<file path="config.mk">
export PLATFORM = sky130hd
export DESIGN_NAME = puct_child_select_top
export DESIGN_NICKNAME = d
export VERILOG_FILES = /design/src/hdl/pcs_pkg.sv /design/src/hdl/pcs_front.sv /design/src/hdl/pcs_back.sv /design/src/hdl/puct_child_select_top.sv
export SDC_FILE = /design/constraint.sdc
export NUM_CORES = 2
export LEC_CHECK = 0
export BUFFER_PORTS_ARGS = -buffer_cell sky130_fd_sc_hd__buf_2
export CORE_AREA = 3 3 310 312
export DETAILED_ROUTE_END_ITERATION = 6
export DIE_AREA = 0 0 313 315
export HOLD_SLACK_MARGIN = 0.03
export PLACE_DENSITY_LB_ADDON = 0.1
export SYNTH_ARGS = -nofsm -noshare
export SYNTH_HDL_FRONTEND = slang
export SYNTH_SLANG_ARGS = --single-unit
</file>
<file path="constraint.sdc">
create_clock -name clk -period 11.3 [get_ports clk]
set_input_delay 0.565 -clock clk [delete_from_list [all_inputs] [get_ports clk]]
set_output_delay 0.565 -clock clk [all_outputs]
set_load 0.1 [all_outputs]
</file>
<file path="src/hdl/pcs_pkg.sv">
// Package for the PUCT child selector: constants and the shared request type.
`timescale 1ns / 1ps
package pcs_pkg;
    localparam int MAX_CHILDREN_DEF = 256;
    localparam logic [15:0] GAIN_RESET = 16'd4096;

    typedef struct packed {
        logic        present;
        logic        first;
        logic        last;
        logic [7:0]  index;
        logic [15:0] prior;
        logic [19:0] visits;
        logic [15:0] mean_value;
        logic [19:0] parent_visits;
    } pcs_req_t;
endpackage

</file>
<file path="src/hdl/pcs_front.sv">
// Front end: accepts requests, tracks position within a run, queues them for the back end.
`timescale 1ns / 1ps
module pcs_front
    import pcs_pkg::*;
#(
    parameter int MAX_CHILDREN = MAX_CHILDREN_DEF
)
(
    input  logic        clk,
    input  logic        rst_n,
    input  logic        in_valid,
    output logic        in_stall,
    input  logic        child_present,
    input  logic [15:0] prior,
    input  logic [19:0] visits,
    input  logic [15:0] mean_value,
    input  logic [19:0] parent_visits,
    input  logic        last,
    output logic        q_valid,
    input  logic        q_take,
    output pcs_req_t    q_data
);
    localparam logic [7:0] POS_MAX = 8'(MAX_CHILDREN - 1);
    pcs_req_t   slot_reg [2];
    logic [1:0] cnt_reg, cnt_next;
    logic       wr_reg, rd_reg;
    logic [7:0] pos_reg;
    logic       acc;
    pcs_req_t   item;

    assign in_stall = (cnt_reg == 2'd2);
    assign acc      = in_valid && !in_stall;
    assign q_valid  = (cnt_reg != 2'd0);
    assign q_data   = slot_reg[rd_reg];

    always_comb
    begin
        item.present       = child_present;
        item.first         = (pos_reg == 8'd0);
        item.last          = last;
        item.index         = pos_reg;
        item.prior         = prior;
        item.visits        = visits;
        item.mean_value    = mean_value;
        item.parent_visits = parent_visits;
        cnt_next = cnt_reg + 2'(acc) - 2'(q_take && q_valid);
    end

    always_ff @(posedge clk)
    begin
        if (acc)
            slot_reg[wr_reg] <= item;
    end

    always_ff @(posedge clk or negedge rst_n)
    begin
        if (!rst_n)
        begin
            cnt_reg <= 2'd0;
            wr_reg  <= 1'b0;
            rd_reg  <= 1'b0;
            pos_reg <= 8'd0;
        end
        else
        begin
            cnt_reg <= cnt_next;
            if (acc)
            begin
                wr_reg <= !wr_reg;
                if (last)
                    pos_reg <= 8'd0;
                else if (pos_reg < POS_MAX)
                    pos_reg <= pos_reg + 8'd1;
            end
            if (q_take && q_valid)
                rd_reg <= !rd_reg;
        end
    end
endmodule

</file>
<file path="src/hdl/pcs_back.sv">
// Back end: square root, product, serial divide, compare and result register.
`timescale 1ns / 1ps
module pcs_back
    import pcs_pkg::*;
(
    input  logic        clk,
    input  logic        rst_n,
    input  logic [15:0] gain,
    input  logic        q_valid,
    output logic        q_take,
    input  pcs_req_t    q_data,
    output logic        out_valid,
    input  logic        out_stall,
    output logic [7:0]  best_index,
    output logic [31:0] best_score,
    output logic        found
);
    localparam logic [2:0] S_IDLE = 3'd0, S_SQRT = 3'd1, S_MUL1 = 3'd2,
                           S_MUL2 = 3'd3, S_DIV = 3'd4, S_CMP = 3'd5;

    logic [2:0]  st_reg;
    pcs_req_t    it_reg;
    logic [37:0] rx_reg;      // sqrt remainder
    logic [37:0] rres_reg;
    logic [37:0] rbit_reg;
    logic [19:0] root_reg;
    logic [31:0] cp_reg;
    logic [50:0] num_reg;     // quotient shifts in from the bottom
    logic [40:0] den_reg;
    logic [51:0] rem_reg;
    logic [5:0]  dcnt_reg;
    logic signed [31:0] bs_reg;
    logic [7:0]  bi_reg;
    logic        any_reg;

    logic [51:0] rem_sh;
    logic signed [31:0] score;
    logic [37:0] sum;
    logic        emit;

    assign q_take = (st_reg == S_IDLE) && q_valid;
    assign rem_sh = {rem_reg[50:0], num_reg[50]};
    assign sum    = rres_reg + rbit_reg;
    assign score  = signed'(num_reg[31:0]) + ((it_reg.visits != 20'd0)
                    ? 32'(signed'({it_reg.mean_value, 1'b0})) : 32'sd0);
    // The last child of a run loads the result register once it is free.
    assign emit   = (st_reg == S_CMP) && it_reg.last && (!out_valid || !out_stall);

    always_ff @(posedge clk or negedge rst_n)
    begin
        if (!rst_n)
        begin
            st_reg    <= S_IDLE;
            out_valid <= 1'b0;
            bs_reg    <= 32'sh8000_0000;
            bi_reg    <= 8'd0;
            any_reg   <= 1'b0;
            root_reg  <= 20'd0;
        end
        else
        begin
            if (emit)
                out_valid <= 1'b1;
            else if (!out_stall)
                out_valid <= 1'b0;
            unique case (st_reg)
                S_IDLE:
                begin
                    if (q_valid)
                    begin
                        it_reg   <= q_data;
                        rx_reg   <= {2'b0, 20'(q_data.parent_visits) + 20'd0, 16'd0}
                                    + {21'd0, 1'b1, 16'd0};
                        rres_reg <= 38'd0;
                        rbit_reg <= 38'd1 << 36;
                        st_reg   <= q_data.first ? S_SQRT : S_MUL1;
                    end
                end
                S_SQRT:
                begin
                    if (rx_reg >= sum)
                    begin
                        rx_reg   <= rx_reg - sum;
                        rres_reg <= (rres_reg >> 1) + rbit_reg;
                    end
                    else
                        rres_reg <= rres_reg >> 1;
                    rbit_reg <= rbit_reg >> 2;
                    if (rbit_reg[0])
                    begin
                        root_reg <= (rx_reg >= sum) ? 20'((rres_reg >> 1) + rbit_reg)
                                                    : 20'(rres_reg >> 1);
                        st_reg <= S_MUL1;
                    end
                end
                S_MUL1:
                begin
                    cp_reg <= 32'(gain) * 32'(it_reg.prior);
                    st_reg <= S_MUL2;
                end
                S_MUL2:
                begin
                    num_reg  <= 51'(cp_reg) * 51'(root_reg);
                    den_reg  <= {21'(it_reg.visits) + 21'd1, 20'd0};
                    rem_reg  <= 52'd0;
                    dcnt_reg <= 6'd0;
                    st_reg   <= it_reg.present ? S_DIV : S_CMP;
                end
                S_DIV:
                begin
                    if (rem_sh >= 52'(den_reg))
                    begin
                        rem_reg <= rem_sh - 52'(den_reg);
                        num_reg <= {num_reg[49:0], 1'b1};
                    end
                    else
                    begin
                        rem_reg <= rem_sh;
                        num_reg <= {num_reg[49:0], 1'b0};
                    end
                    dcnt_reg <= dcnt_reg + 6'd1;
                    if (dcnt_reg == 6'd50)
                        st_reg <= S_CMP;
                end
                S_CMP:
                begin
                    if (!it_reg.last || !out_valid || !out_stall)
                    begin
                        logic signed [31:0] nbs;
                        logic [7:0] nbi;
                        logic nany;
                        nbs  = bs_reg;
                        nbi  = bi_reg;
                        nany = any_reg;
                        if (it_reg.present)
                        begin
                            nany = 1'b1;
                            if (score > bs_reg)
                            begin
                                nbs = score;
                                nbi = it_reg.index;
                            end
                        end
                        if (it_reg.last)
                        begin
                            best_index <= nany ? nbi : 8'd0;
                            best_score <= nany ? 32'(nbs) : 32'd0;
                            found      <= nany;
                            bs_reg     <= 32'sh8000_0000;
                            bi_reg     <= 8'd0;
                            any_reg    <= 1'b0;
                        end
                        else
                        begin
                            bs_reg  <= nbs;
                            bi_reg  <= nbi;
                            any_reg <= nany;
                        end
                        st_reg <= S_IDLE;
                    end
                end
                default: st_reg <= S_IDLE;
            endcase
        end
    end
endmodule

</file>
<file path="src/hdl/puct_child_select_top.sv">
// Top level of the PUCT child selector.
`timescale 1ns / 1ps
// Usage: children of one node arrive as requests on the input channel
// (in_valid / in_stall), one per child, with last marking the final one.
// exploration_gain is written through cfg_we / cfg_data while idle.
// A front end numbers the requests and holds up to two in a queue; a back
// end takes each child from the queue and scores it: a bit-serial square
// root of the parent count plus one on the first child, the multiply
// steps, a restoring divide and a compare. An absent child still takes
// the multiply steps but skips the divide.
// The run's last child produces one result on the output channel
// (out_valid / out_stall) in the cycle after its compare. While the receiver
// stalls the result holds; the back end keeps working until the next last
// child, and the queue absorbs two more requests before in_stall rises.
// Reset clears the queue, the run state and the output valid, and sets the
// gain to 1.0 in Q4.12.
module puct_child_select_top
    import pcs_pkg::*;
#(
    parameter int MAX_CHILDREN = MAX_CHILDREN_DEF
)
(
    input  logic        clk,
    input  logic        rst_n,
    input  logic        cfg_we,
    input  logic [15:0] cfg_data,
    input  logic        in_valid,
    output logic        in_stall,
    input  logic        child_present,
    input  logic [15:0] prior,
    input  logic [19:0] visits,
    input  logic [15:0] mean_value,
    input  logic [19:0] parent_visits,
    input  logic        last,
    output logic        out_valid,
    input  logic        out_stall,
    output logic [7:0]  best_index,
    output logic [31:0] best_score,
    output logic        found
);
    logic [15:0] gain_reg;
    logic        q_valid, q_take;
    pcs_req_t    q_data;

    // Configuration register; the user must write it only between runs, the block does not enforce this.
    always_ff @(posedge clk or negedge rst_n)
    begin
        if (!rst_n)
            gain_reg <= GAIN_RESET;
        else if (cfg_we)
            gain_reg <= cfg_data;
    end

    pcs_front #(.MAX_CHILDREN(MAX_CHILDREN)) u_front (
        .clk, .rst_n, .in_valid, .in_stall, .child_present, .prior, .visits,
        .mean_value, .parent_visits, .last, .q_valid, .q_take, .q_data
    );

    pcs_back u_back (
        .clk, .rst_n, .gain(gain_reg), .q_valid, .q_take, .q_data,
        .out_valid, .out_stall, .best_index, .best_score, .found
    );
endmodule

</file>
Yosys cells after proc, flatten, opt, wreduce, memory -nomap -nowiden
Memories as Yosys holds them, arrays and structs flattened.
Cells that the tools add are included.
Word-level totals
  bits in writable memories: 166
  bits in latches: 0
  output and inout port bits: 43
  register bits: 471
  memories: 1
  ROM bits: 0
Operators by class
  muxes and demuxes: 38
  equality and inequality tests: 13
  shifts and indexed selects: 0
  bitwise logic cells: 0
  reduce and logical (&&, ||, !) cells: 32
  multiply operators: 2
  $add $sub $neg: 11
  div/mod/pow operators: 0
  $lt $le $gt $ge: 4
Memory list
  u_front.slot_reg: words 2, width 83, rd ports 1, clocked after memory_dff 0, write ports 1, RTL line pcs_front.sv:24  | pcs_req_t slot_reg [2];
Operators by type and width (number)
  $pmux W38 S2: 3
  $pmux W51 S2: 2
  $mux W38: 5
  $mux W32: 4
  $ge A52 B41 Y1: 1
  $mul A32 B20 Y51: 1
  $mux W51: 1
  $sub A51 B41 Y51: 1
  $mux W8: 5
  $add A37 B38 Y38: 1
  $add A38 B38 Y38: 1
  $ge A38 B38 Y1: 1
  $sub A38 B38 Y38: 1
  $add A36 B17 Y37 const B: 1
  $add A32 B32 Y32: 1
  $gt A32 B32 Y1: 1
  $mul A16 B16 Y32: 1
  $add A20 B1 Y21 const B: 1
  $mux W20: 1
  $reduce_bool A20 Y1: 1
  $pmux W3 S6: 1
  $mux W3: 4
  $pmux W6 S2: 1
  $reduce_and A2 Y1: 6
  other kinds (22): 54

Logic depth before layout (Yosys ltp)
  depth in word-level cells: 7
  gate-level depth with buffers: 32
  depth with buffers taken out: 31

Cells and area by module
From an unflattened synthesis, not the netlist that was laid out.
Second synthesis, totals
  cells, all modules: 6145
  area total of the unflattened synthesis: 61458.9 sq um
By module, submodules not included
  pcs_back: area an instance 54111.9 sq um, cells an instance 5777, instances 1
  pcs_front: area an instance 6696.4 sq um, cells an instance 334, instances 1
  puct_child_select_top: area an instance 650.6 sq um, cells an instance 34, instances 1

Least setup slack after synthesis
Ideal clock, no wire load.
  path kind: reg2reg
  start: reg u_back.st_reg[1]
  end: reg u_back.dcnt_reg[0], enable pin
  arrival: 8.881 ns
  stages on the path, launching flop included: 6
  period minus slack after synthesis: 9.622 ns
  path slack: 1.678 ns
  cell sequence: dfrtp_1 > clkbuf_1 > nor2_1 > nand2_1 > clkbuf_1 > a21boi_0
Between the ends
  longest elaborated chain between the ends: 3
  elaborated cells between the ends (all ways): 4
Ends and longest elaborated chain
  start: declaration: RTL line pcs_back.sv:21  | logic [2:0] st_reg;
  start signal: assignment: RTL line pcs_back.sv:76  | st_reg <= q_data.first ? S_SQRT : S_MUL1;
  start signal: assignment: RTL line pcs_back.sv:107  | st_reg <= it_reg.present ? S_DIV : S_CMP;
  $eq A3 B2 Y1 / $eq A3 B3 Y1 (equally long branches): RTL line pcs_back.sv:66  | unique case (st_reg)
  $reduce_bool A2 Y1 (no line) *
  $reduce_and A2 Y1 (no line) *
  end signal: assignment: RTL line pcs_back.sv:121  | dcnt_reg <= dcnt_reg + 6'd1;
  end: declaration: RTL line pcs_back.sv:31  | logic [5:0] dcnt_reg;
Every way passes the cells marked *; elsewhere a longest branch is shown, timed or not.
A chain may end at the register's enable or synchronous reset.

Final worst setup path
  start: reg u_back.root_reg[4]
  end: reg u_back.num_reg[47] (data pin)
Between the ends
  longest elaborated chain between the ends: 2
Ends and longest elaborated chain
  start: declaration: RTL line pcs_back.sv:26  | logic [19:0] root_reg;
  start signal: assignment: RTL line pcs_back.sv:91  | root_reg <= (rx_reg >= sum) ? 20'((rres_reg >> 1) + rbit_reg)
  $mul A32 B20 Y51: RTL line pcs_back.sv:103  | num_reg <= 51'(cp_reg) * 51'(root_reg);
  $pmux W51 S2: RTL line pcs_back.sv:66
  end signal: assignment: RTL line pcs_back.sv:103
  end signal: assignment: RTL line pcs_back.sv:114  | num_reg <= {num_reg[49:0], 1'b1};
  end signal: assignment: RTL line pcs_back.sv:119  | num_reg <= {num_reg[49:0], 1'b0};
  end: declaration: RTL line pcs_back.sv:28  | logic [50:0] num_reg;
Every way passes these cells.

==> flow_summary.json <==
{
  "hold_path.class": "input port to flop",
  "final_util_pct": 69.28,
  "yosysWarnings": 0,
  "hold_viol": 0,
  "post_route_cells_drive_above_1_share_pct": 7.325,
  "setup_viol": 0,
  "cts_sinks": 618,
  "vias": 42910,
  "gp_congestion": 0.9128,
  "postSynthCellCount": 6051,
  "grt_pass1_wl_mm": 235.3,
  "first_pass_iters": 6,
  "max_slew.worst_pin.slew_ns": 1.225,
  "ff2ff_setup_slack_ns": 2.99,
  "grt_pass1_vias": 45370,
  "hold_depth": 1,
  "hold_start": "parent_visits[17]",
  "cts_setup_buffers": 0,
  "cp_common_cell": "fa_1",
  "cts_buffers": 72,
  "required_ns": 11.67,
  "cts.repair.resized": 0,
  "status": "completed",
  "cpPeakStageDelay_ns": 0.84,
  "final_area_mm2": 0.06465,
  "synth_seq_cells": 618,
  "period_needed_ns": 8.307,
  "r2r-start": "u_back.root_reg[4]",
  "synth_cell_types": 88,
  "maxSlewViolCount": 0,
  "largest_reg_flops": 166,
  "crit_buf_inv": 7,
  "worst_path_max_delay_cell": "dfrtp_1",
  "viasPerCell": 5.822,
  "path_class": "flop to flop",
  "remaining_drc_errors": 0,
  "placementRows": 112,
  "r2r_end": "u_back.num_reg[47]",
  "hpwl_mm": 104.8,
  "htree_levels": 3,
  "grt_setup_unrepaired": "no",
  "cts-root-buf": "clkbuf_16",
  "clock_latency_ns": 0.65,
  "r2r_cells": 25,
  "cpLargestDelayFamily": "adder cells",
  "area_growth_pct": 6.674,
  "fp.dieH_um": 315,
  "portBuffers": 137,
  "antenna_found_initial": 1,
  "avgSynthCellArea_um2": 10.02,
  "fin_ws_ns": 2.993,
  "placed_cell_area_mm2": 0.06239,
  "die_area_mm2": 0.09860,
  "finalCritPeriodShare_pct": 73.52,
  "post-place-ws_ns": 3.123,
  "synthFlopType": "edfxtp_1",
  "path_max_fanout": 18,
  "core_mm2": 0.09333,
  "finalNetCount": 7316,
  "synth-async-reset-ratio_pct": 15.05,
  "io_pins": 138,
  "hold_path_end": "u_front.slot_reg[0][17]",
  "fin_skew_ns": 0.02631,
  "hold_buffers": 1,
  "grt_overflow": 0,
  "start_util_pct": 64.94,
  "mappedNetlistArea_mm2": 0.06061,
  "cp-start-kind": "flop",
  "regArea_mm2": 0.01810,
  "cts_tree": "done",
  "synth_edf_count": 525,
  "timing.fmax_ghz": 0.1204,
  "diodes": 0,
  "drv_cap": 0,
  "die-width_um": 313,
  "multi_input_area_mm2": 0.03801,
  "ant_nets": 0,
  "grt_max_degree": 80,
  "grt_use_total_pct": 29.76,
  "tns_ns": 0,
  "critPathArrivalTime_ns": 8.67,
  "synth_seq_area_share_pct": 29.85,
  "relSlewSlack_pct": 18.12,
  "num-fill-cells": 7267,
  "cts_buffer_depth": 3,
  "first_iter_violations": 2941,
  "cts.clk_slew.worst_paths_ns": 0.06,
  "drt_wl_total_mm": 141.5,
  "syn-num-nets": 7309,
  "wl_per_cell_um": 19.19,
  "crit_path_end_kind": "flop"
}
[synth_stat cells, drive strengths merged (6+ instances only)]
library cell    n  share of area (%)
a22o           38               0.55
nor2          304                1.9
o31ai          24               0.30
xnor2         144                2.1
a211oi         26               0.32
a2111oi         8               0.16
edfxtp        525                 26
and2          380                3.9
dfrtp          91                3.8
a21boi          7              0.087
mux2           83                1.5
o2111ai         6              0.087
a31o            7               0.10
a31oi          55               0.57
o41ai           7               0.14
inv           944                5.8
o21bai         44               0.55
clkbuf        254                1.6
nand4          44               0.45
o21a           31               0.39
xor2          127                1.8
nor4           20               0.21
o21ai         168                1.4
ha            431                8.9
buf            15               0.12
nor4b           7               0.11
or3            15               0.15
nand3          59               0.49
nor3           56               0.48
or2            10               0.10
fa            732                 24
nor2b          53               0.55
a21o          101                1.3
mux2i          52               0.86
and3           70               0.72
o211ai         10               0.12
nand2         776                4.8
a21oi         219                1.8
nand2b         17               0.18
[worst max-delay path by stage]
stage / end / depth (start not counted) / from
after floorplan: u_back.dcnt_reg[0] / 5 / u_back.st_reg[1]
after global placement: u_back.num_reg[47] / 24 / u_back.root_reg[10]
after detailed placement: u_back.num_reg[47] / 25 / u_back.root_reg[3]
after CTS: u_back.num_reg[47] / 23 / u_back.root_reg[13]
after global routing: u_back.num_reg[47] / 25 / u_back.root_reg[4]
final: u_back.num_reg[47] / 25 / u_back.root_reg[4]
[cells in the final DEF, fill, tap and decap left out, types with 7 or more instances in the layout]
cell,instances
nor2b_1,52
dfrtp_1,90
mux2_2,83
clkinv_1,11
xor2_1,127
nor4_1,20
o31ai_1,24
nand3_1,59
xnor2_1,144
buf_4,65
o21a_1,30
ha_1,431
clkbuf_16,72
mux2i_1,52
nor2_1,302
fa_1,732
o21bai_1,43
buf_2,136
or3_1,15
o21ai_0,157
a31o_2,7
or2_2,10
clkinv_2,19
nand2b_1,17
nand2_1,775
nor3_1,54
and3_1,68
clkbuf_1,11
a22o_1,38
a21o_1,101
inv_1,944
edfxtp_1,525
and2_1,378
o211ai_1,10
a21oi_1,217
o21ai_1,11
a211oi_1,26
a31oi_1,55
nand4_1,44
[routing by layer]
metal / up-vias / part of all wire, % / global-route usage (%)
met4: 0 / 4.0 / 11.58
li1: 19760 / - / -
met5: - / 0 / 0
met2: 1379 / 48 / 49.72
met3: 322 / 5.9 / 3.747
met1: 21450 / 42 / 40.05
[cell type report]
type                       count  share of cell area [%]
tap                         1254                   2.427
timing repair buffer         202                   1.823
clock inverter                45                  0.5438
clock buffer                  87                   2.936
inverter                     945                   5.486
multi-input combinational   4219                   58.79
sequential                   618                   27.99
[kinds of logic after synthesis]
family                   after synthesis  synth area share, %
AO/OA/AOI/OAI                        818                8.875
adder cells (fa/ha/maj)             1163                33.08
XOR/XNOR                             271                3.916
multiplexers                         135                2.401
buffers and inverters               1214                7.547
AND/OR/NAND/NOR                     1832                14.33
flip-flops                           618                29.85
[stage by stage]
step | std cells | hold WS, ns
finish | 7370 | 0.1061
global route | 7370 | 0.07653
CTS | 7370 | 0.05864
detailed placement | 7237 | 0.4806
global placement | 7237 | 0.4655
floorplan | 6051 | 0.2694
Power is not shown: default switching activity piles up to over one toggle a cycle in this logic, so the estimate is an artifact.
